[src/hdl/assert_macros.svh]
// Assertion macros shared by the interleaver modules.
`ifndef ASSERT_MACROS_SVH
`define ASSERT_MACROS_SVH

// The property must hold at every clock edge outside reset.
`define CVI_ASSERT(name, prop, msg) \
    name: assert property (@(posedge i_clk) disable iff (!i_rst_n) (prop)) \
        else $error(msg);

// The expression must never be true at a clock edge outside reset.
`define CVI_NEVER(name, expr, msg) \
    name: assert property (@(posedge i_clk) disable iff (!i_rst_n) !(expr)) \
        else $error(msg);

`endif

[src/hdl/cvi_pkg.sv]
// Types, constants and helper functions of the convolutional interleaver.
`timescale 1ns / 1ps
`default_nettype none
package cvi_pkg;

    localparam int DEF_MAX_BRANCHES = 16;
    localparam int DEF_MAX_DELAY    = 32;
    localparam int QUEUE_DEPTH      = 4;
    localparam int OUT_DEPTH        = 8;
    localparam int CFG_INDEX_W      = 2;
    localparam int CFG_DATA_W       = 6;
    localparam int BRANCH_OUT_W     = 4;

    typedef enum logic [CFG_INDEX_W-1:0] {
        REG_BRANCH_COUNT = 2'd0,
        REG_CELL_DELAY   = 2'd1,
        REG_DIRECTION    = 2'd2
    } t_reg_idx;

    typedef struct packed {
        logic [7:0] symbol_in;
        logic       block_start;
    } t_in;

    typedef struct packed {
        logic [7:0]              symbol_out;
        logic [BRANCH_OUT_W-1:0] branch_out;
    } t_out;

    // Raw register values plus a one-cycle strobe that empties all lines.
    typedef struct packed {
        logic [4:0] branch_count;
        logic [5:0] cell_delay;
        logic       direction;
        logic       clear;
    } t_cfg;

    // Zero counts as one, values above the limit saturate at the limit.
    function automatic int unsigned sat_value(input logic [5:0] raw,
                                              input int unsigned limit);
        int unsigned v;
        v = {26'd0, raw};
        if (v == 0) begin
            v = 1;
        end else if (v > limit) begin
            v = limit;
        end
        return v;
    endfunction

endpackage
`default_nettype wire

[src/hdl/cvi_fifo.sv]
// Small synchronous FIFO used for the request queue and the output buffer.
`timescale 1ns / 1ps
`default_nettype none
`include "assert_macros.svh"
module cvi_fifo #(
    parameter int WIDTH = 8,
    parameter int DEPTH = 4
) (
    input  logic                       i_clk,
    input  logic                       i_rst_n,
    input  logic                       i_push,
    input  logic [WIDTH-1:0]           i_data,
    input  logic                       i_pop,
    output logic [WIDTH-1:0]           o_data,
    output logic                       o_empty,
    output logic                       o_full,
    output logic [$clog2(DEPTH+1)-1:0] o_count
);
    import cvi_pkg::*;

    localparam int PW = $clog2(DEPTH);
    localparam int CW = $clog2(DEPTH+1);

    logic [WIDTH-1:0] r_mem [DEPTH];
    logic [PW-1:0]    r_wr;
    logic [PW-1:0]    r_rd;
    logic [CW-1:0]    r_count;
    logic [PW-1:0]    n_wr;
    logic [PW-1:0]    n_rd;

    assign n_wr    = (r_wr == PW'(DEPTH-1)) ? '0 : r_wr + PW'(1);
    assign n_rd    = (r_rd == PW'(DEPTH-1)) ? '0 : r_rd + PW'(1);
    assign o_data  = r_mem[r_rd];
    assign o_empty = (r_count == '0);
    assign o_full  = (r_count == CW'(DEPTH));
    assign o_count = r_count;

    always_ff @(posedge i_clk) begin
        if (!i_rst_n) begin
            r_wr    <= '0;
            r_rd    <= '0;
            r_count <= '0;
        end else begin
            if (i_push) begin
                r_wr <= n_wr;
            end
            if (i_pop) begin
                r_rd <= n_rd;
            end
            if (i_push && !i_pop) begin
                r_count <= r_count + CW'(1);
            end else if (!i_push && i_pop) begin
                r_count <= r_count - CW'(1);
            end
        end
    end

    always_ff @(posedge i_clk) begin
        if (i_push) begin
            r_mem[r_wr] <= i_data;
        end
    end

    `CVI_NEVER(a_fifo_overflow, i_push && o_full, "push into a full FIFO")
    `CVI_NEVER(a_fifo_underflow, i_pop && o_empty, "pop from an empty FIFO")

endmodule
`default_nettype wire

[config.mk]
export PLATFORM = sky130hd
export DESIGN_NAME = cvi_fifo
export DESIGN_NICKNAME = d
export VERILOG_FILES = /design/src/hdl/cvi_pkg.sv /design/src/hdl/cvi_fifo.sv
export VERILOG_INCLUDE_DIRS = /design/src /design/src/hdl
export SDC_FILE = /design/constraint.sdc
export NUM_CORES = 1
export LEC_CHECK = 0
export BUFFER_PORTS_ARGS = -buffer_cell sky130_fd_sc_hd__buf_2
export CAP_MARGIN = 10
export CORE_MARGIN = 5
export CORE_UTILIZATION = 54
export DETAILED_ROUTE_END_ITERATION = 10
export PLACE_DENSITY = 0.81
export SETUP_SLACK_MARGIN = 0.1
export SLEW_MARGIN = 30
export SYNTH_ARGS = -nofsm -noshare
export SYNTH_HDL_FRONTEND = slang
export SYNTH_SLANG_ARGS = --single-unit
[constraint.sdc]
create_clock -name i_clk -period 1.55 [get_ports i_clk]
set_input_delay 0.0775 -clock i_clk [delete_from_list [all_inputs] [get_ports i_clk]]
set_output_delay 0.0775 -clock i_clk [all_outputs]
set_load 0.02 [all_outputs]
==> results of run 1 <==
==> cell type report <==
cell class / instances / area share
clock inverter: 3 / 0.03180
inverter: 4 / 0.007339
timing repair buffer: 36 / 0.1431
clock buffer: 5 / 0.01835
multi-input combinational: 39 / 0.2183
sequential: 41 / 0.5621
tap: 31 / 0.01896
==> placed cells by master (no fill, tap or decap) <==
cell and count:
buf_4 3, buf_12 1, mux4_2 8, nor3b_1 1, xor2_1 1, and2_1 4
nor2b_1 5, dfxtp_4 2, clkinv_2 1, buf_2 16, bufinv_16 2, buf_6 8
inv_1 4, dfxtp_2 1, nor3_1 2, dlygate4sd3_1 8, nor2_1 1, dfxtp_1 6
fa_2 1, clkbuf_4 5, xnor2_1 1, and2_2 1, edfxtp_1 32, a21boi_1 1
ha_1 6, o21ai_0 1, o21a_1 1, mux2i_1 4, or3_1 1
==> stage by stage <==
step	total power [uW]	instances
finish	2526	159
global route	2625	159
CTS	2549	159
floorplan	1531	86
detailed placement	1658	142
global placement	1641	142
==> kinds of logic after synthesis <==
family          Yosys count  synth area share
compound gates            3           0.01239
xor+xnor                  2           0.01085
mux                      12            0.1363
flops                    41            0.7064
simple gates             15           0.05577
fa+ha+maj                 7           0.05887
buf+inv                   6           0.01936
==> power by group through the flow <==
stage          Sequential [uW]  Clock [uW]  Combinational (uW)
5_1_grt                   1300         886                 437
2_1_floorplan             1320           0                 208
6_report                  1290         831                 403
3_5_place_dp              1320           0                 339
3_3_place_gp              1310           0                 327
4_1_cts                   1290         852                 405
==> registers in the layout, indices dropped and copies added, names as in the netlist, named ones only <==
register	count
r_mem	32
r_rd	2
o_count	3
r_wr	2
==> worst max-delay path: cells and delay by family (launching register included) <==
kind                   cells  cell delay, ns
flip-flops                 1            0.36
buffers and inverters      2            0.29
multiplexers               1            0.51
==> repair_timing <==
action / 4_1_cts / 5_1_grt
resized for setup: 19 / 2
pin swaps: 0 / 2
endpoints found under the hold margin: 32 / 0
gates cloned: 0 / 0
endpoints found under the setup margin: 9 / 10
hold buffers: 8 / 0
buffers inserted: 1 / 0
==> path summary, 6_finish.rpt <==
check	start	to	slack, ns	cells after the start
worst max-delay path	register	o_data[3]	-0.02	3
worst min-delay path	i_rst_n	o_count[0]	0.03	2
worst max register to register	o_count[1]	o_count[2]	0.14	4
worst min register to register	o_count[2]	o_count[2]	0.55	2
==> per-layer routing <==
layer  track usage  share of wire  vias to the layer above
li1              -              -                      408
met5             0              0                        -
met4       0.05805         0.0046                        0
met2        0.2397           0.51                       14
met1        0.1649           0.45                      415
met3       0.04663          0.039                        2
==> flow_summary_export.csv, run 1 <==
group,metric,value,unit
placed_design,dpl.hpwl,1751,um
floorplan,initial_core_util,0.5758,
logic_synthesis,synthTopCellsByArea,"edfxtp_1 (59%), dfxtp_1 (11%), mux4_2 (11%)",
logic_synthesis,ys_seq_area_frac,0.7064,
setup_path,criticalPathCategory,"register to primary output",
timing,tightest_slew,0.4368,ns
timing,skew,0.008613,ns
global_routing,antenna_found_initial,0,
setup_path,crit_path_start_kind,"register",
floorplan,die_h,64.69,um
route,drt_iter0_drc,27,
clock_tree,clock_latency,0.33,ns
placed_design,place_congestion,0.7758,
logic_synthesis,syn_nets,105,
final_layout,fillerInstances,170,
setup_path,worstPathCellList,"buf_12 -> mux4_2 -> buf_6",
final_layout,final_util,0.7293,
route,firstDrtPassIters,4,
timing,rsz0062_at_grt,"yes",
route,post_drt_wl_per_cell,16.35,um
clock_tree,clkSlewWorstSetupHoldPaths,0.12,ns
run_status,failed_checks,"setup timing",
flow_run,max_cap_viol_count,0,
power_and_ir_drop,p_clk_frac,0.329,
timing,setup_viol,8,
timing,setup_tns,-0.1020,ns
logic_synthesis,synthTopCellsByCount,"edfxtp_1 (32), dfxtp_1 (9), mux4_2 (8)",
route,via_count,839,
route,drc,0,
route,routed_via_density,5.277,
timing,timing.final.crit_share,1.014,
logic_synthesis,synth_enable_flop_cells,32,
logic_synthesis,synthesis.area,1615,um2
timing,holdWs,0.02577,ns
power_and_ir_drop,seq_power_share,0.512,
clock_tree,numCtsBuffers,5,
logic_synthesis,ys_seq_elements,41,
timing,setup_ws,-0.02194,ns
clock_tree,clock_path_buffers,2,
logic_synthesis,yosysUniqueCellTypes,20,
power_and_ir_drop,leakagePower,0.0007774,uW
min_path,hold_path.class,"input port to register",
power_and_ir_drop,comb_power_share,0.160,
route,finalWirelength,2600,um
power_and_ir_drop,p_sw_frac,0.2257,
logic_synthesis,syn_inst,86,
timing,hold_violations,0,
timing,fmax,636.2,MHz
global_routing,grt_max_degree,14,
floorplan,rows,19,
logic_synthesis,synth.top_cell.area_share,0.5949,
global_routing,grt_pass1_vias,912,
setup_path,arrival,1.49,ns
run_status,status,"finished with violations",
timing,drv_slew,0,
final_layout,drive_above_1_share,0.3828,
power_and_ir_drop,p_int,1956,uW
final_layout,fin_nets,146,
route,postRouteAntennaNets,0,
clock_tree,cts_tree,"yes",
logic_synthesis,avgSynthCellArea,18.78,um2
final_layout,multiInputGateArea,446.7,um2
setup_path,end_kind,"primary output",
power_and_ir_drop,ir_drop,0.7769,mV
timing,max_slew_margin,0.7088,
logic_synthesis,async_reset_ff_frac,0,
clock_tree,htree_levels,2,
timing,min_period,1.572,ns
logic_synthesis,synth_top_area_cell,"edfxtp_1",
clock_tree,cts.sinks,41,
final_layout,register_area,1150,um2
setup_path,cp_slowest_cell,"mux4_2",
setup_path,path_max_fanout,8,
final_layout,syn_to_final_growth,26.65,%
placed_design,dp_slack,-0.08712,ns
final_layout,fin_area,2046,um2
power_and_ir_drop,power_density,1235,nW/um2
power_and_ir_drop,switchingPower,570.2,uW
global_routing,grt_pass1_wl,4312,um
floorplan,core-area,2805,um2
floorplan,num_io_pins,25,
placed_design,port_buffers,24,
setup_path,slowest_delay,0.51,ns
floorplan,dieArea,4185,um2
setup_path,required,1.47,ns
placed_design,placed_cell_area,1795,um2
global_routing,gr-total-overflow,0,
final_layout,diodes,0,
global_routing,grt_usage,0.1409,
logic_synthesis,synth_warnings,0,
logic_synthesis,synthFlopType,"edfxtp_1",
floorplan,die_w,64.69,um
logic_synthesis,yosysMostFrequentCell,"edfxtp_1",
clock_tree,root_buffer,"clkbuf_4",
Note: power is estimated with default switching activity, not from simulation.
==> run 2, diff against run 1 <==
--- a/config.mk
+++ b/config.mk
@@ -7,11 +7,11 @@
 export NUM_CORES = 1
 export LEC_CHECK = 0
 export BUFFER_PORTS_ARGS = -buffer_cell sky130_fd_sc_hd__buf_2
-export CAP_MARGIN = 10
-export CORE_MARGIN = 5
-export CORE_UTILIZATION = 54
+export CORE_MARGIN = 10
+export CORE_UTILIZATION = 58
+export CTS_BUF_LIST = sky130_fd_sc_hd__clkbuf_4
 export DETAILED_ROUTE_END_ITERATION = 10
-export PLACE_DENSITY = 0.81
+export PLACE_DENSITY = 0.86
 export SETUP_SLACK_MARGIN = 0.1
 export SLEW_MARGIN = 30
 export SYNTH_ARGS = -nofsm -noshare
==> run 2 against run 1 <==
The run still ends with setup timing left. Design area shrank 1.1%. Utilization rose by 1.7 points. Clock-buffer cell count is the same. Combinational power up 3%. Clock power down 19%. Flip-flop and latch count is the same. First-iteration DRC count up 44%. Via count decreased by 0.48%. Largest power group unchanged.
==> flow_summary_export.csv, run 2 (synthesis results as in run 1) <==
group,metric,value,unit
floorplan,dieArea,5296,um2
setup_path,end_kind,"primary output",
floorplan,rows,19,
clock_tree,clock_path_buffers,2,
final_layout,fin_cells,158,
placed_design,place_inst,141,
route,routed_via_density,5.285,
run_status,failed_checks,"setup timing",
route,routed.top_layer,"met4",
timing,skew,0.005798,ns
power_and_ir_drop,power.total,2382,uW
final_layout,final_common_cell,"edfxtp_1",
route,wl_met1,1115,um
global_routing,gr-total-overflow,0,
global_routing,grt_pass1_wl,4836,um
timing,max_slew_margin,0.7250,
power_and_ir_drop,power_density,1177,nW/um2
setup_path,required,1.47,ns
floorplan,initial_core_util,0.5960,
placed_design,place_congestion,0.6864,
final_layout,diodes,0,
clock_tree,cts_tree,"yes",
clock_tree,root_buffer,"clkbuf_4",
route,drt_iter0_drc,39,
final_layout,mostFrequentLayoutCells,"edfxtp_1 (32), buf_2 (16), mux4_2 (8), dlygate4sd3_1 (8), buf_6 (8)",
final_layout,regMostFlops,"r_mem",
route,wl_met3,158,um
flow_run,max_cap_viol_count,0,
final_layout,fin_nets,145,
timing,setup_ws,-0.03854,ns
final_layout,drive_above_1_share,0.3780,
route,drc,0,
floorplan,num_io_pins,25,
setup_path,cp_top_family,"multiplexers",
floorplan,die_h,72.78,um
timing,timing.final.crit_share,1.025,
clock_tree,cts.sinks,41,
final_layout,syn_to_final_growth,25.25,%
route,post_drt_wl_per_cell,18.97,um
setup_path,worstPathCellList,"buf_12 -> mux4_2 -> buf_6",
power_and_ir_drop,leakagePower,0.0007583,uW
setup_path,criticalPathCategory,"register to primary output",
setup_path,critical_path_buf_inv_count,2,
clock_tree,clock_latency,0.35,ns
min_path,hold_path.class,"input port to register",
global_routing,grt_max_degree,14,
timing,fmax,629.5,MHz
timing,drv_slew,0,
placed_design,dp_slack,-0.09357,ns
placed_design,dpl.hpwl,2017,um
floorplan,core-area,2710,um2
route,postRouteAntennaNets,0,
setup_path,arrival,1.51,ns
setup_path,crit_path_start_kind,"register",
setup_path,slowest_delay,0.52,ns
global_routing,antenna_found_initial,0,
clock_tree,htree_levels,2,
run_status,status,"finished with violations",
timing,tightest_slew,0.4125,ns
clock_tree,numCtsBuffers,5,
route,finalWirelength,2997,um
global_routing,grt_pass1_vias,942,
route,dr_wl_met2,1701,um
final_layout,largest_register_ffs,32,
floorplan,die_w,72.78,um
timing,setup_viol,8,
timing,min_period,1.589,ns
setup_path,path_max_fanout,8,
route,firstDrtPassIters,4,
setup_path,cp_slowest_cell,"mux4_2",
clock_tree,clkSlewWorstSetupHoldPaths,0.11,ns
power_and_ir_drop,ir_drop,1.131,mV
timing,rsz0062_at_grt,"yes",
route,via_count,835,
placed_design,port_buffers,24,
timing,hold_violations,0,
global_routing,grt_usage,0.1268,
## run 2: through the flow
stage,utilization,cell area (um2),setup TNS [ns],hold slack [ns]
after global routing,0.7465,2023,-0.8222,0.01469
after CTS,0.7401,2006,-0.5073,0.01027
final,0.7465,2023,-0.2157,0.02285
after detailed placement,0.6551,1775,-0.09357,0.2977
after global placement,0.6551,1775,0,0.2880
after floorplan,-,1618,0,0.1764
## run 2: cell type report
| class | instances | area, um2 |
|---|---|---|
| Timing Repair Buffer | 35 | 285.3 |
| Sequential cell | 41 | 1147 |
| Tap cell | 31 | 38.79 |
| Clock inverter | 3 | 41.29 |
| Inverter | 4 | 15.01 |
| Clock buffer | 5 | 37.54 |
| Multi-Input combinational cell | 39 | 457.9 |
| Fill cell | 177 | 686.9 |
## run 2: final timing paths
path,from,endpoint,slack (ns),depth (start not counted)
setup reg to reg,o_count[0],o_count[2],0.10,4
setup / recovery,register,o_data[6],-0.04,3
hold reg to reg,o_count[2],o_count[2],0.55,2
hold / removal,i_rst_n,o_count[1],0.02,2
## run 2: timing repair
action	4_1_cts	5_1_grt
hold buffers	8	0
endpoints found under the hold margin	32	0
cloned	0	0
setup endpoints to repair	9	10
buffers inserted	1	0
gates resized for setup	21	3
pin swaps	0	1
## run 2: power breakdown
| part | switching [uW] | total [uW] | internal [uW] |
|---|---|---|---|
| combinational | 211 | 417 | 206 |
| sequential | 43.1 | 1300 | 1250 |
| clock | 335 | 669 | 334 |
| total | 590 | 2380 | 1790 |
## run 2: worst register-to-register path, delay by kind of cell, from the launching register on
family	cells	cell delay [ns]
xor gates and xnor gates	1	0.17
DFF	1	0.37
adders and majority gates	1	0.42
AOI/OAI and AO/OA	1	0.13
and+or+nand+nor	1	0.31
## run 2: routing by layer
layer / up-vias / global-route usage
li1: 407 / -
met1: 405 / 0.1273
met2: 21 / 0.2216
met3: 2 / 0.05442
met4: 0 / 0.05696
met5: - / 0
==> run 3, diff against run 2 <==
--- a/config.mk
+++ b/config.mk
@@ -11,6 +11,7 @@
 export CORE_UTILIZATION = 58
 export CTS_BUF_LIST = sky130_fd_sc_hd__clkbuf_4
 export DETAILED_ROUTE_END_ITERATION = 10
+export MAX_ROUTING_LAYER = met4
 export PLACE_DENSITY = 0.86
 export SETUP_SLACK_MARGIN = 0.1
 export SLEW_MARGIN = 30
==> run 3 against run 2 <==
The flow still finishes with violations (setup timing). Clock skew fell by 0.00069 ns. Clock power barely moved. Critical path depth did not move. Maximum frequency barely moved. Design area did not move. Global-route usage rose by 0.37 points. Sequential share of layout area did not move. Total power barely moved. Sequential power barely moved. Combinational power barely moved. Critical path type unchanged.
==> flow_summary_export.csv, run 3 (synthesis results as in run 1) <==
group,metric,value,unit
clock_tree,cts.sinks,41,
floorplan,initial_core_util,0.5960,
power_and_ir_drop,power_density,1177,nW/um2
placed_design,place_congestion,0.6935,
final_layout,fillerInstances,177,
power_and_ir_drop,ir_drop,1.129,mV
timing,setup_tns,-0.2375,ns
route,firstDrtPassIters,4,
final_layout,drive_above_1_share,0.3780,
floorplan,rows,19,
route,routed_via_density,5.266,
timing,setup_ws,-0.03815,ns
route,postRouteAntennaNets,0,
global_routing,grt_pass1_vias,942,
final_layout,final_common_cell,"edfxtp_1",
flow_run,max_cap_viol_count,0,
setup_path,crit_path_start_kind,"register",
min_path,hold_path_startpoint,"i_rst_n",
floorplan,die_h,72.78,um
clock_tree,clock_latency,0.35,ns
floorplan,die_w,72.78,um
setup_path,path_max_fanout,8,
route,post_drt_wl_per_cell,18.90,um
power_and_ir_drop,leakagePower,0.0007583,uW
clock_tree,clock_path_buffers,2,
floorplan,dieArea,5296,um2
clock_tree,htree_levels,2,
clock_tree,root_buffer,"clkbuf_4",
timing,fmax,629.7,MHz
final_layout,syn_to_final_growth,25.25,%
final_layout,fin_nets,145,
route,drt_iter0_drc,37,
setup_path,arrival,1.51,ns
setup_path,reg2reg_from,"o_count[0]",
placed_design,placed_cell_area,1775,um2
timing,tightest_slew,0.4140,ns
global_routing,grt_usage,0.1305,
placed_design,port_buffers,24,
global_routing,grt_pass1_wl,4816,um
min_path,hold_path.class,"input port to register",
global_routing,antenna_found_initial,0,
timing,min_period,1.588,ns
timing,timing.final.crit_share,1.025,
route,drc,0,
run_status,status,"finished with violations",
clock_tree,clkSlewWorstSetupHoldPaths,0.11,ns
run_status,failed_checks,"setup timing",
timing,rsz0062_at_grt,"yes",
setup_path,reg2reg_slack,0.10,ns
setup_path,end_kind,"primary output",
final_layout,regMostFlops,"r_mem",
timing,hold_violations,0,
global_routing,gr-total-overflow,0,
floorplan,core-area,2710,um2
timing,max_slew_margin,0.7240,
clock_tree,numCtsBuffers,5,
final_layout,register_area,1147,um2
route,finalWirelength,2986,um
final_layout,diodes,0,
floorplan,num_io_pins,25,
clock_tree,cts_tree,"yes",
setup_path,required,1.47,ns
setup_path,criticalPathCategory,"register to primary output",
final_layout,mostFrequentLayoutCells,"edfxtp_1 (32), buf_2 (16), mux4_2 (8), dlygate4sd3_1 (8), buf_6 (8)",
final_layout,largest_register_ffs,32,
placed_design,dpl.hpwl,2017,um
final_layout,fin_area,2023,um2
power_and_ir_drop,power.total,2381,uW
route,via_count,832,
global_routing,grt_max_degree,14,
final_layout,multiInputGateArea,457.9,um2
timing,skew,0.005110,ns
timing,setup_viol,8,
timing,drv_slew,0,
## run 3: cell counts in the layout (fill, tap and decap cells not counted)
No cell type changed its count.
## run 3: timing repair
| item | in CTS | in global routing |
|---|---|---|
| hold buffers | 8 | 0 |
| setup endpoints to repair | 9 | 10 |
| endpoints found under the hold margin | 32 | 0 |
| pin swaps | 0 | 1 |
| gates resized for setup | 21 | 3 |
| setup buffers | 1 | 0 |
## run 3: path summary, 6_finish.rpt
kind	endpoint	depth (start not counted)
worst max-delay path	o_data[4]	3
worst min-delay path	o_count[0]	2
worst max register to register	o_count[2]	4
worst min register to register	o_count[2]	2
## run 3: stage by stage
step	util	hold slack, ns	worst slack [ns]	cells
2_1_floorplan	-	0.1764	0.1221	86
3_3_place_gp	0.6551	0.2880	0.05142	141
3_5_place_dp	0.6551	0.2977	-0.09357	141
4_1_cts	0.7401	0.01027	-0.07979	158
5_1_grt	0.7465	0.01469	-0.1161	158
6_report	0.7465	0.01964	-0.03815	158
## run 3: critical path, cell delays in order (launching register included)
cell and delay [ns]:
dfxtp_2 0.36, buf_12 0.14, mux4_2 0.52, buf_6 0.15
## run 3: cell type report
class,instances,area share
multi-input combinational,39,0.2263
clock inverter,3,0.02041
timing repair buffer,35,0.1410
inverter,4,0.007421
sequential,41,0.5671
clock buffer,5,0.01855
tap,31,0.01917
## run 3: power by group
group	switching (uW)	internal (uW)
clock	335	334
sequential	43.3	1250
combinational	211	206
total	589	1790
## run 3: layer usage
metal  share of wire  vias up  global-route usage
met3           0.047        4             0.05306
met2            0.56       22              0.2216
li1                -      407                   -
met4           0.016        0             0.05696
met1            0.37      399              0.1282
met5               0        -                   -
