File: config.mk
export PLATFORM = sky130hd
export DESIGN_NAME = cvi_front
export DESIGN_NICKNAME = d
export VERILOG_FILES = /design/src/hdl/cvi_pkg.sv /design/src/hdl/cvi_front.sv
export VERILOG_INCLUDE_DIRS = /design/src /design/src/hdl
export SDC_FILE = /design/constraint.sdc
export NUM_CORES = 1
export LEC_CHECK = 0
export BUFFER_PORTS_ARGS = -buffer_cell sky130_fd_sc_hd__buf_4
export CAP_MARGIN = 20
export CORE_MARGIN = 3
export CORE_UTILIZATION = 43
export DETAILED_ROUTE_END_ITERATION = 16
export GPL_TIMING_DRIVEN = 0
export PLACE_DENSITY = 0.78
export SLEW_MARGIN = 0
export SYNTH_ARGS = -nofsm -noshare
export SYNTH_HDL_FRONTEND = slang
export SYNTH_SLANG_ARGS = --single-unit
export TNS_END_PERCENT = 20
File: constraint.sdc
create_clock -name i_clk -period 6 [get_ports i_clk]
set_input_delay 1.5 -clock i_clk [delete_from_list [all_inputs] [get_ports i_clk]]
set_output_delay 1.5 -clock i_clk [all_outputs]
set_load 0.02 [all_outputs]
File: src/hdl/assert_macros.svh
// Assertion macros shared by the interleaver modules.
`ifndef ASSERT_MACROS_SVH
`define ASSERT_MACROS_SVH

// The property must hold at every clock edge outside reset.
`define CVI_ASSERT(name, prop, msg) \
    name: assert property (@(posedge i_clk) disable iff (!i_rst_n) (prop)) \
        else $error(msg);

// The expression must never be true at a clock edge outside reset.
`define CVI_NEVER(name, expr, msg) \
    name: assert property (@(posedge i_clk) disable iff (!i_rst_n) !(expr)) \
        else $error(msg);

`endif

File: src/hdl/cvi_pkg.sv
// Types, constants and helper functions of the convolutional interleaver.
`timescale 1ns / 1ps
`default_nettype none
package cvi_pkg;

    localparam int DEF_MAX_BRANCHES = 16;
    localparam int DEF_MAX_DELAY    = 32;
    localparam int QUEUE_DEPTH      = 4;
    localparam int OUT_DEPTH        = 8;
    localparam int CFG_INDEX_W      = 2;
    localparam int CFG_DATA_W       = 6;
    localparam int BRANCH_OUT_W     = 4;

    typedef enum logic [CFG_INDEX_W-1:0] {
        REG_BRANCH_COUNT = 2'd0,
        REG_CELL_DELAY   = 2'd1,
        REG_DIRECTION    = 2'd2
    } t_reg_idx;

    typedef struct packed {
        logic [7:0] symbol_in;
        logic       block_start;
    } t_in;

    typedef struct packed {
        logic [7:0]              symbol_out;
        logic [BRANCH_OUT_W-1:0] branch_out;
    } t_out;

    // Raw register values plus a one-cycle strobe that empties all lines.
    typedef struct packed {
        logic [4:0] branch_count;
        logic [5:0] cell_delay;
        logic       direction;
        logic       clear;
    } t_cfg;

    // Zero counts as one, values above the limit saturate at the limit.
    function automatic int unsigned sat_value(input logic [5:0] raw,
                                              input int unsigned limit);
        int unsigned v;
        v = {26'd0, raw};
        if (v == 0) begin
            v = 1;
        end else if (v > limit) begin
            v = limit;
        end
        return v;
    endfunction

endpackage
`default_nettype wire

File: src/hdl/cvi_front.sv
// Front end: accepts requests and assigns each one its commutator branch.
`timescale 1ns / 1ps
`default_nettype none
`include "assert_macros.svh"
module cvi_front #(
    parameter int MAX_BRANCHES = cvi_pkg::DEF_MAX_BRANCHES
) (
    input  logic                            i_clk,
    input  logic                            i_rst_n,
    input  cvi_pkg::t_cfg                   i_cfg,
    input  logic                            i_valid,
    input  logic                            i_full,
    input  cvi_pkg::t_in                    i_item,
    output logic                            o_stall,
    output logic                            o_push,
    output logic [$clog2(MAX_BRANCHES)-1:0] o_branch,
    output logic [$clog2(MAX_BRANCHES)-1:0] o_k
);
    import cvi_pkg::*;

    localparam int BW  = $clog2(MAX_BRANCHES);
    localparam int NBW = $clog2(MAX_BRANCHES+1);

    logic [BW-1:0]  r_branch;
    logic [BW-1:0]  n_branch;
    logic [NBW-1:0] w_nb;
    logic [BW-1:0]  w_cur;
    logic           w_last;

    assign w_nb  = NBW'(sat_value({1'b0, i_cfg.branch_count}, MAX_BRANCHES));

    // A block start restarts at branch zero; a stale position past the
    // branch count wraps as well.
    assign w_cur = (i_item.block_start || (NBW'(r_branch) >= w_nb)) ? '0 : r_branch;
    assign w_last   = (NBW'(w_cur) + NBW'(1)) >= w_nb;
    assign n_branch = w_last ? '0 : w_cur + BW'(1);

    assign o_stall  = i_full;
    assign o_push   = i_valid && !i_full;
    assign o_branch = w_cur;
    assign o_k      = i_cfg.direction ? BW'(w_nb - NBW'(1) - NBW'(w_cur)) : w_cur;

    always_ff @(posedge i_clk) begin
        if (!i_rst_n || i_cfg.clear) begin
            r_branch <= '0;
        end else if (o_push) begin
            r_branch <= n_branch;
        end
    end

    `CVI_ASSERT(a_branch_range, o_push |-> (NBW'(o_branch) < w_nb),
        "branch index beyond branch count")

endmodule
`default_nettype wire

==> results of run 1 <==
==> cells in the final DEF (no fill, tap or decap) <==
cell type                  netlist  layout
sky130_fd_sc_hd__and2_2          1       1
sky130_fd_sc_hd__nand3_1         4       4
sky130_fd_sc_hd__a211o_1         1       1
sky130_fd_sc_hd__buf_4           1      26
sky130_fd_sc_hd__ha_1           13      13
sky130_fd_sc_hd__and3_1          1       1
sky130_fd_sc_hd__nand2_2         0       1
sky130_fd_sc_hd__nand2_1        18      17
sky130_fd_sc_hd__dfxtp_1         4       4
sky130_fd_sc_hd__a221oi_4        1       1
sky130_fd_sc_hd__nand4_1         1       1
sky130_fd_sc_hd__xnor2_1         4       4
sky130_fd_sc_hd__o21ba_2         1       1
sky130_fd_sc_hd__a21o_1          2       2
sky130_fd_sc_hd__nand2b_1        1       1
sky130_fd_sc_hd__nor3_1          2       2
sky130_fd_sc_hd__a31oi_1         2       2
sky130_fd_sc_hd__a21oi_1         5       5
sky130_fd_sc_hd__o21a_1          1       1
sky130_fd_sc_hd__o21ai_0         3       3
sky130_fd_sc_hd__nor2_1          4       3
sky130_fd_sc_hd__inv_1           9       9
sky130_fd_sc_hd__and4b_2         1       1
sky130_fd_sc_hd__or2b_2          3       3
sky130_fd_sc_hd__nor2_2          0       1
sky130_fd_sc_hd__fa_1            1       1
sky130_fd_sc_hd__clkbuf_4        0       3
sky130_fd_sc_hd__o21ai_1         1       1
sky130_fd_sc_hd__xor2_1          2       2
==> kinds of logic (layout without fill, tap and decap cells) <==
kind of cell / count (synthesis) / after routing
compound gates: 17 / 17
xor+xnor: 6 / 6
fa+ha+maj: 14 / 14
buf+inv: 10 / 38
flops: 4 / 4
simple gates: 36 / 36
==> path summary, 6_finish.rpt <==
path	slack (ns)	endpoint
worst max-delay path	0.19	o_k[3]
worst min-delay path	0.49	r_branch[0]
worst max register to register	2.53	r_branch[2]
worst min register to register	0.49	r_branch[0]
==> metrics by stage <==
stage / setup slack [ns] / power [mW] / std cells / hold slack [ns]
5_1_grt: -0.0382 / 0.112 / 130 / 0.526
4_1_cts: 0.0282 / 0.103 / 126 / 0.494
3_3_place_gp: 0.0421 / 0.0656 / 123 / 0.485
6_report: 0.190 / 0.104 / 130 / 0.493
2_1_floorplan: 0.343 / 0.0516 / 87 / 0.456
3_5_place_dp: -0.0622 / 0.0670 / 123 / 0.488
==> layout make-up <==
cell class	instances	area [µm²]	area share, %
buffer	1	7.51	0.842
multi-input combinational	73	542	60.7
timing repair buffer	25	188	21.0
clock buffer	3	22.5	2.52
tap	15	18.8	2.10
inverter	9	33.8	3.79
sequential	4	80.1	8.98
==> layer usage <==
metal	up-vias	global-route usage [%]
li1	354	-
met1	329	18.2
met2	21	29.9
met3	0	5.18
met4	0	4.68
met5	-	0
==> worst max-delay path, delay by kind of cell <==
kind | cells | cell delay, ns
simple gates | 6 | 0.91
buf+inv | 3 | 0.45
fa+ha+maj | 2 | 0.63
xor+xnor | 2 | 0.28
compound gates | 2 | 0.53
==> power by group through the flow <==
stage / Sequential (mW) / Combinational [mW] / Clock, mW
finish: 0.0272 / 0.0427 / 0.0345
detailed placement: 0.0276 / 0.0394 / 0
global route: 0.0272 / 0.0474 / 0.0375
CTS: 0.0272 / 0.0397 / 0.0362
global placement: 0.0276 / 0.0379 / 0
floorplan: 0.0276 / 0.0241 / 0
==> repair_timing <==
action	4_1_cts	5_1_grt
setup buffers	0	4
pin swaps	0	1
gates resized for setup	1	1
endpoints found under the setup margin	1	2
==> Flow_metrics.wiki, run 1 <==
{| class="wikitable"
! Metric !! Value
|-
| Yosys top cell area share || 24.7%
|-
| Ranking of synthesized cells by instance count || 18 x sky130_fd_sc_hd__nand2_1, 13 x sky130_fd_sc_hd__ha_1, 9 x sky130_fd_sc_hd__inv_1
|-
| Count of H-tree levels built during CTS || 1
|-
| Largest register by flop count || r_branch
|-
| Lkg Pwr || between 0.4 and 0.5 nW
|-
| Class of the tightest hold or removal check || reg -> reg
|-
| Horiz. Die Dim || 45.1 µm
|-
| Total net switching power || 0.0333 mW
|-
| Flip-flop cell with the highest count after synthesis || sky130_fd_sc_hd__dfxtp_1
|-
| Wire length of the first global-routing pass || around 2500 µm
|-
| Routed length per placed instance || 12.0 µm
|-
| Logic depth of the worst register-to-register path || 13
|-
| Max-capacitance violation count || 0
|-
| Critical path start-end classification || in -> out
|-
| Area of the mapped netlist || ~660 µm²
|-
| Power Density || 117 nW/µm²
|-
| Total CTS buffers || 3
|-
| Combinational family with the most area after synthesis || adder cells
|-
| I/O pin cnt || 36
|-
| Cts hold-fix bufs || 0
|-
| Average cell area after synthesis || 7.56 µm²
|-
| Final worst-path cycle share || about 97%
|-
| Fin Clk Skew || slightly below 0.005 ns
|-
| Source-to-sink clock delay at the later pin of the worst-skew pair || 0.24 ns
|-
| Area delta synth->final || 35.6%
|-
| Post-synthesis sequential element count || 4
|-
| Clock tree from TritonCTS || yes
|-
| Clock network fraction of design power || 33.0%
|-
| Status || finished clean
|-
| Initial antenna violation count || 0
|-
| Number of flip-flops in the largest register || 4
|-
| Setup total negative slack || 0 ns
|-
| Final setup violation count || 0
|-
| Master of the slowest instance on the critical path || sky130_fd_sc_hd__a221oi_4
|-
| Via count of the first global-routing pass || 631
|-
| Vias per std cell || between 5 and 6
|-
| Port Buf Inserts || 21
|-
| Worst Path Max Fanout || 6
|-
| Final Net Count || 157
|-
| Sw Share || 32.0%
|-
| Number of enable flip-flop cells after synthesis || 0
|-
| DRC violation count after routing || 0
|-
| Maximum root-to-sink buffer count || 2
|-
| Internal power consumption || between 0.07 and 0.08 mW
|-
| Placer Congestion || approximately 0.75
|-
| Critical Path Source Type || input port
|-
| Die Footprint || 2040 µm²
|-
| Aggregate routed wire length || about 1600 µm
|-
| Maximum number of pins on one net before global-route repair || 9
|-
| Met2 Routed Length || 821 µm
|-
| Ranking of synthesized cells by area || sky130_fd_sc_hd__ha_1 25%, sky130_fd_sc_hd__dfxtp_1 12%, sky130_fd_sc_hd__nand2_1 10%, sky130_fd_sc_hd__xnor2_1 5.3%, sky130_fd_sc_hd__inv_1 5.1%
|-
| Number of pins exceeding their max-slew limit in the final report || 0
|-
| Maximum vdd ir drop || 0.138 mV
|-
| Starting Density || 48.2%
|-
| Slowest cell delay on critical path || roughly 0.36 ns
|-
| Violation count after the first detailed-route iteration || 3
|-
| # diodes || 0
|-
| Post-route standard cell area excluding fillers || 892 µm²
|-
| Post-synthesis mux area share || 0%
|-
| Complex-gate fraction of the synthesized area || approximately a fifth
|-
| Number of cells traversed by the worst hold path || 2
|-
| Highest metal layer with signal wires || met3
|-
| Fraction of final layout cells with drive strength greater than 1 || 33.0%
|-
| Yosys cell types || 26
|-
| 1st-pass router iterations || 4
|-
| Critical path capture point type || primary output
|-
| Fin crit period || roughly 5.8 ns
|-
| Combinational Power Share || approximately two fifths
|-
| Total track usage || 16.5%
|-
| Actual transition at the worst max-transition pin || roughly 0.35 ns
|-
| Final global-route overflow total || 0
|-
| Cell at the root of the clock tree || sky130_fd_sc_hd__clkbuf_4
|-
| Detailed-route via count || 704
|-
| Highest Clock Rate || between 150 and 200 MHz
|-
| Sink count of the clock tree || 4
|-
| Timing startpoint of the critical path || i_cfg[10]
|-
| Row count || 13
|-
| Critical Path Most Common Cell || sky130_fd_sc_hd__buf_4
|-
| Share of synthesized registers carrying an async set or reset || 0%
|-
| Worst min-delay path startpoint || r_branch[0]
|-
| Half-perimeter wire length after detailed placement || 1270 µm
|-
| Count leader, synth || sky130_fd_sc_hd__nand2_1
|-
| Post-detailed-route count of antenna-violating nets || 0
|-
| Headroom to the max-slew limit || 76.4%
|-
| Number of synthesis warnings || 0
|-
| Post-synthesis sequential area ratio || between 10% and 20%
|-
| Met1 routed wirelength after detailed routing || 635 µm
|-
| Syn_nets || 127
|-
| Critical Path, Cell by Cell || buf_4, nor3_1, nor2_1, nor2_2, ha_1, or2b_2, a221oi_4, buf_4, nand2_1, ha_1, a21oi_1, xnor2_1, nand2_1, xnor2_1, buf_4
|-
| Number of filler cells placed in the layout || roughly 130
|-
| Startpoint of the worst register-to-register path || r_branch[2]
|-
| Instance count of the mapped netlist || just under 90
|-
| Layout Utilization || 65.3%
|-
| Synth Area in Adders || 27.8%
|-
| Simple-Gate Fraction of Synth Area || 26.8%
|-
| Required time at the endpoint of the critical path || 4.50 ns
|-
| Cell type contributing the most total cell area after synthesis || sky130_fd_sc_hd__ha_1
|-
| Endpoint arrival time on the critical path || 4.31 ns
|-
| Number of hold violations in the final report || 0
|-
| Core region area || between 1000 and 1500 µm²
|-
| Clk pin slew, worst setup/hold paths || approximately 0.040 ns
|-
| Sequential group share of total power || 26.1%
|-
| Length of routed met3 wiring || around 110 µm
|-
| Vertical die dimension || 45.1 µm
|-
| Placed standard-cell area || 835 µm²
|-
| Leading registers by flop count || r_branch x4
|-
| Xor and xnor fraction of the mapped netlist area || 7.98%
|}
Note: power is estimated with default switching activity, not from simulation.
==> inputs of run 2 (changes only) <==
clock period = 6.2 ns   (was 6 ns; I/O delays follow)
==> Flow_metrics.wiki, run 2 (synthesized netlist as in run 1, its figures left out) <==
{| class="wikitable"
! Metric !! Value
|-
| Cts hold-fix bufs || 0 (unchanged)
|-
| Starting Density || 48.2% (unchanged)
|-
| Total CTS buffers || 3 (unchanged)
|-
| Post-detailed-route count of antenna-violating nets || 0 (unchanged)
|-
| Number of filler cells placed in the layout || 131 (+2.3%)
|-
| Highest Clock Rate || roughly 170 MHz
|-
| Worst Path Max Fanout || 7 (+1)
|-
| Fin crit period || ~6 ns
|-
| Row count || 13 (unchanged)
|-
| Routed length per placed instance || 11.8 µm (-2.3%)
|-
| Post-Place Setup Slack || 0.0378 ns (+0.100 ns)
|-
| Final Power || 0.100 mW (-3.9%)
|-
| Placed Cells || 123 (unchanged)
|-
| Aggregate routed wire length || 1520 µm (-3.1%)
|-
| Largest register by flop count || r_branch
|-
| Required time at the endpoint of the critical path || 4.65 ns (+0.15 ns)
|-
| Final Net Count || 156 (-0.64%)
|-
| Endpoint arrival time on the critical path || 4.42 ns (+0.11 ns)
|-
| Fin Clk Skew || 0.00498 ns (+0.0000856 ns)
|-
| Port Buf Inserts || 21 (unchanged)
|-
| Leading registers by flop count || r_branch x4
|-
| Half-perimeter wire length after detailed placement || 1270 µm (unchanged)
|-
| Count of H-tree levels built during CTS || 1 (unchanged)
|-
| Maximum root-to-sink buffer count || 2 (unchanged)
|-
| Final worst-path cycle share || about 96%
|-
| Violation count after the first detailed-route iteration || 3 (unchanged)
|-
| Most common cell after layout, fill and taps aside || sky130_fd_sc_hd__buf_4
|-
| 1st-pass router iterations || 4 (unchanged)
|-
| Class of the tightest hold or removal check || reg -> reg
|-
| I/O pin cnt || 36 (unchanged)
|-
| Final setup violation count || 0 (unchanged)
|-
| Wire length of the first global-routing pass || 2530 µm (unchanged)
|-
| Via count of the first global-routing pass || 631 (unchanged)
|-
| DRC violation count after routing || 0 (unchanged)
|-
| Critical Path Source Type || input port
|-
| Clock tree from TritonCTS || yes
|-
| Horiz. Die Dim || 45.1 µm (unchanged)
|-
| Initial antenna violation count || 0 (unchanged)
|-
| Fraction of final layout cells with drive strength greater than 1 || 31.6% (-1.5 points)
|-
| Maximum vdd ir drop || 0.135 mV (-2.5%)
|-
| Max-capacitance violation count || 0 (unchanged)
|-
| Most frequent cells in the layout || 25 x sky130_fd_sc_hd__buf_4, 18 x sky130_fd_sc_hd__nand2_1, 13 x sky130_fd_sc_hd__ha_1
|-
| Clk pin slew, worst setup/hold paths || 0.04 ns (about the same)
|-
| Critical path capture point type || primary output
|-
| Die Footprint || 2040 µm² (unchanged)
|-
| Critical path start-end classification || in -> out
|-
| # diodes || 0 (unchanged)
|-
| Source-to-sink clock delay at the later pin of the worst-skew pair || 0.24 ns (about the same)
|-
| Number of pins exceeding their max-slew limit in the final report || 0 (unchanged)
|-
| Smallest setup slack after layout || 0.225 ns (+0.0356 ns)
|-
| Area delta synth->final || 34.0%
|-
| Vertical die dimension || 45.1 µm (unchanged)
|-
| Final std cells w/o fill || 129 (-0.77%)
|-
| Power Density || 114 nW/µm² (-2.9%)
|-
| Status || finished clean
|-
| Headroom to the max-slew limit || 76.0% (-0.41 points)
|-
| Number of hold violations in the final report || 0 (unchanged)
|-
| Vias per std cell || 5.33 (-1.5%)
|-
| Core region area || 1370 µm² (unchanged)
|-
| Maximum number of pins on one net before global-route repair || 9 (unchanged)
|-
| Final global-route overflow total || 0 (unchanged)
|-
| Setup total negative slack || 0 ns (unchanged)
|-
| Lkg Pwr || 0.489 nW (-1.2%)
|-
| Placer Congestion || 0.746 (unchanged)
|-
| Detailed-route via count || 688 (-2.3%)
|-
| Number of flip-flops in the largest register || 4 (unchanged)
|-
| Total track usage || 16.5% (unchanged)
|-
| Cell at the root of the clock tree || sky130_fd_sc_hd__clkbuf_4
|-
| Actual transition at the worst max-transition pin || 0.361 ns (+0.00618 ns)
|-
| Sink count of the clock tree || 4 (unchanged)
|}
## run 2: cell count changes in the layout (fill, tap and decap cells not counted), sizes merged
cell,before,now
buf,26,25
## run 2: worst paths after layout
kind,to,cells past startpoint,slack (ns),startpoint
setup / recovery,o_k[3],15,0.23,i_cfg[10]
hold / removal,r_branch[0],2,0.49,r_branch[0]
setup reg to reg,r_branch[2],13,2.73,r_branch[2]
hold reg to reg,r_branch[0],2,0.49,r_branch[0]
## run 2: through the flow
step | cell area, µm² | util, % | hold slack, ns
6_report | 882 | 64.6 | 0.494
5_1_grt | 882 | 64.6 | 0.526
4_1_cts | 857 | 62.7 | 0.494
3_5_place_dp | 835 | 61.1 | 0.488
3_3_place_gp | 835 | 61.1 | 0.485
2_1_floorplan | 658 | - | 0.456
## run 2: timing repair
item / CTS / global route
buffers inserted: 0 / 3
setup endpoints to repair: 0 / 2
resized for setup: 0 / 1
## run 2: cell type report
class,instances,area (µm²),area share (%)
Buffer,1,7.51,0.851
Clock buffer,3,22.5,2.55
Inverter,9,33.8,3.83
Multi-Input combinational cell,73,539,61.1
Sequential cell,4,80.1,9.08
Tap cell,15,18.8,2.13
Timing Repair Buffer,24,180,20.4
## run 2: metal layers
layer | vias to the layer above | GRT usage (%) | wire [µm]
li1 | 354 | - | -
met1 | 313 | 18.2 | 603
met2 | 21 | 29.9 | 805
met3 | 0 | 5.18 | 107
met4 | 0 | 4.68 | 0
met5 | - | 0 | 0
## run 2: where the power goes
part / internal (mW) / switching, mW
clock: 0.0217 / 0.0119
sequential: 0.0261 / 0.000225
combinational: 0.0203 / 0.0200
## run 2: critical path: stages
cell	delay, ns
sky130_fd_sc_hd__buf_4	0.11
sky130_fd_sc_hd__nor3_1	0.17
sky130_fd_sc_hd__nor2_1	0.07
sky130_fd_sc_hd__nor2_2	0.16
sky130_fd_sc_hd__ha_1	0.26
sky130_fd_sc_hd__or2b_2	0.31
sky130_fd_sc_hd__a221oi_4	0.37
sky130_fd_sc_hd__nand2_1	0.21
sky130_fd_sc_hd__ha_1	0.34
sky130_fd_sc_hd__a21o_1	0.16
sky130_fd_sc_hd__a21oi_1	0.17
sky130_fd_sc_hd__xnor2_1	0.13
sky130_fd_sc_hd__nand2_1	0.09
sky130_fd_sc_hd__xnor2_1	0.15
sky130_fd_sc_hd__buf_4	0.16
==> inputs of run 3 (changes only) <==
CTS_BUF_LIST = sky130_fd_sc_hd__clkbuf_16   (was unset)
SKIP_LAST_GASP = 1   (was unset)
==> Flow_metrics.wiki, run 3 (synthesized netlist as in run 1, its figures left out) <==
{| class="wikitable"
! Metric !! Value
|-
| Final Power || 0.170 mW (+70%)
|-
| Vertical die dimension || 45.1 µm (unchanged)
|-
| Lkg Pwr || 0.513 nW (+4.7%)
|-
| Violation count after the first detailed-route iteration || 7 (+4)
|-
| Final Net Count || 156 (unchanged)
|-
| Clock network fraction of design power || 60.6% (+27 points)
|-
| Wire length of the first global-routing pass || 2660 µm (+5.5%)
|-
| Leading registers by flop count || r_branch x4
|-
| Via count of the first global-routing pass || 650 (+3.0%)
|-
| Routed length per placed instance || 12.5 µm (+6.4%)
|-
| Final worst-path cycle share || 96.1% (-0.29 points)
|-
| Starting Density || 48.2% (unchanged)
|-
| Sequential group share of total power || 15.5% (-11 points)
|-
| Max-capacitance violation count || 0 (unchanged)
|-
| # diodes || 0 (unchanged)
|-
| Post-detailed-route count of antenna-violating nets || 0 (unchanged)
|-
| Port Buf Inserts || 21 (unchanged)
|-
| Most common cell after layout, fill and taps aside || sky130_fd_sc_hd__buf_4
|-
| Core region area || 1370 µm² (unchanged)
|-
| I/O pin cnt || 36 (unchanged)
|-
| DRC violation count after routing || 0 (unchanged)
|-
| Post-route standard cell area excluding fillers || 935 µm² (+6.0%)
|-
| Critical path capture point type || primary output
|-
| Number of hold violations in the final report || 0 (unchanged)
|-
| Final global-route overflow total || 0 (unchanged)
|-
| Clk pin slew, worst setup/hold paths || 0.03 ns (about the same)
|-
| Worst Path Max Fanout || 7 (unchanged)
|-
| Maximum number of pins on one net before global-route repair || 9 (unchanged)
|-
| Fin crit period || 5.96 ns (-0.0181 ns)
|-
| Total CTS buffers || 3 (unchanged)
|-
| Highest Clock Rate || 168 MHz (+0.30%)
|-
| Sw Share || 24.2% (-7.9 points)
|-
| Placer Congestion || 0.746 (unchanged)
|-
| Critical path start-end classification || in -> out
|-
| Required time at the endpoint of the critical path || 4.65 ns (about the same)
|-
| Class of the tightest hold or removal check || reg -> reg
|-
| Most frequent cells in the layout || 25 x sky130_fd_sc_hd__buf_4, 18 x sky130_fd_sc_hd__nand2_1, 13 x sky130_fd_sc_hd__ha_1
|-
| Status || finished clean
|-
| Endpoint arrival time on the critical path || 4.41 ns (about the same)
|-
| Fin Clk Skew || 0.00145 ns (-0.00353 ns)
|-
| Die Footprint || 2040 µm² (unchanged)
|-
| Final setup violation count || 0 (unchanged)
|-
| Area delta synth->final || 42.0%
|-
| Count of H-tree levels built during CTS || 1 (unchanged)
|-
| Number of filler cells placed in the layout || 124 (-5.3%)
|-
| Detailed-route via count || 699 (+1.6%)
|-
| Critical Path Source Type || input port
|-
| Source-to-sink clock delay at the later pin of the worst-skew pair || 0.23 ns (about the same)
|-
| Horiz. Die Dim || 45.1 µm (unchanged)
|-
| Total track usage || 17.7% (+1.2 points)
|-
| Maximum vdd ir drop || 0.225 mV (+67%)
|-
| Number of flip-flops in the largest register || 4 (unchanged)
|-
| Actual transition at the worst max-transition pin || 0.341 ns (-0.0198 ns)
|-
| Sink count of the clock tree || 4 (unchanged)
|-
| Placed standard-cell area || 835 µm² (unchanged)
|-
| Aggregate routed wire length || 1610 µm (+6.4%)
|-
| Internal power consumption || 0.129 mW (+90%)
|-
| Clock tree from TritonCTS || yes
|-
| Initial antenna violation count || 0 (unchanged)
|-
| Largest register by flop count || r_branch
|-
| Cell at the root of the clock tree || sky130_fd_sc_hd__clkbuf_16
|-
| Half-perimeter wire length after detailed placement || 1270 µm (unchanged)
|-
| 1st-pass router iterations || 2 (-2)
|-
| Headroom to the max-slew limit || 77.3% (+1.3 points)
|-
| Row count || 13 (unchanged)
|-
| Vias per std cell || 5.42 (+1.6%)
|-
| Total net switching power || 0.0411 mW (+28%)
|-
| Power Density || 182 nW/µm² (+60%)
|-
| Combinational Power Share || 23.9% (-16 points)
|-
| Fraction of final layout cells with drive strength greater than 1 || 31.6% (unchanged)
|-
| Maximum root-to-sink buffer count || 2 (unchanged)
|-
| Number of pins exceeding their max-slew limit in the final report || 0 (unchanged)
|}
## run 3: path summary, 6_finish.rpt
check | start | to | slack (ns) | cells past startpoint
setup / recovery | i_cfg[10] | o_k[3] | 0.24 | 15
hold / removal | r_branch[0] | r_branch[0] | 0.49 | 2
setup reg to reg | r_branch[2] | r_branch[2] | 2.68 | 13
hold reg to reg | r_branch[0] | r_branch[0] | 0.49 | 2
## run 3: power groups by stage
| stage | Sequential (mW) | Clock [mW] | Combinational, mW |
|---|---|---|---|
| floorplan | 0.0267 | 0 | 0.0233 |
| global placement | 0.0267 | 0 | 0.0367 |
| detailed placement | 0.0267 | 0 | 0.0381 |
| CTS | 0.0264 | 0.104 | 0.0385 |
| global route | 0.0264 | 0.105 | 0.0453 |
| finish | 0.0264 | 0.103 | 0.0406 |
## run 3: cell type report
class | count | area (µm²) | share of cell area (%)
Multi-Input combinational cell | 73 | 539 | 57.7
Timing Repair Buffer | 24 | 180 | 19.3
Sequential cell | 4 | 80.1 | 8.57
Clock buffer | 3 | 75.1 | 8.03
Inverter | 9 | 33.8 | 3.61
Tap cell | 15 | 18.8 | 2.01
Buffer | 1 | 7.51 | 0.803
## run 3: timing repair
action / in CTS / in global routing
setup endpoints to repair: 0 / 2
hold buffers: 0 / 0
resized for setup: 0 / 1
setup buffers: 0 / 3
## run 3: metal layers
layer	routed length, µm	vias to the layer above	track usage [%]	share of wire [%]
met3	115	4	5.18	7.1
met5	0	-	0	0
li1	-	352	-	-
met1	641	320	20.0	40
met4	31	0	8.19	1.9
met2	824	23	30.2	51
## run 3: critical path: stages
cell,delay (ns)
sky130_fd_sc_hd__buf_4,0.11
sky130_fd_sc_hd__nor3_1,0.17
sky130_fd_sc_hd__nor2_1,0.07
sky130_fd_sc_hd__nor2_2,0.17
sky130_fd_sc_hd__ha_1,0.26
sky130_fd_sc_hd__or2b_2,0.31
sky130_fd_sc_hd__a221oi_4,0.35
sky130_fd_sc_hd__nand2_1,0.21
sky130_fd_sc_hd__ha_1,0.34
sky130_fd_sc_hd__a21o_1,0.16
sky130_fd_sc_hd__a21oi_1,0.17
sky130_fd_sc_hd__xnor2_1,0.13
sky130_fd_sc_hd__nand2_1,0.09
sky130_fd_sc_hd__xnor2_1,0.15
sky130_fd_sc_hd__buf_4,0.16
## run 3: metrics by stage
step                setup WS (ns)  hold WS (ns)  setup TNS, ns  cells  utilization [%]
floorplan                   0.443         0.456              0     87                -
global placement            0.142         0.485              0    123             61.1
detailed placement         0.0378         0.488              0    123             61.1
CTS                        0.0350         0.493              0    126             66.6
global route              -0.0178         0.525        -0.0178    129             68.4
finish                      0.244         0.491              0    129             68.4
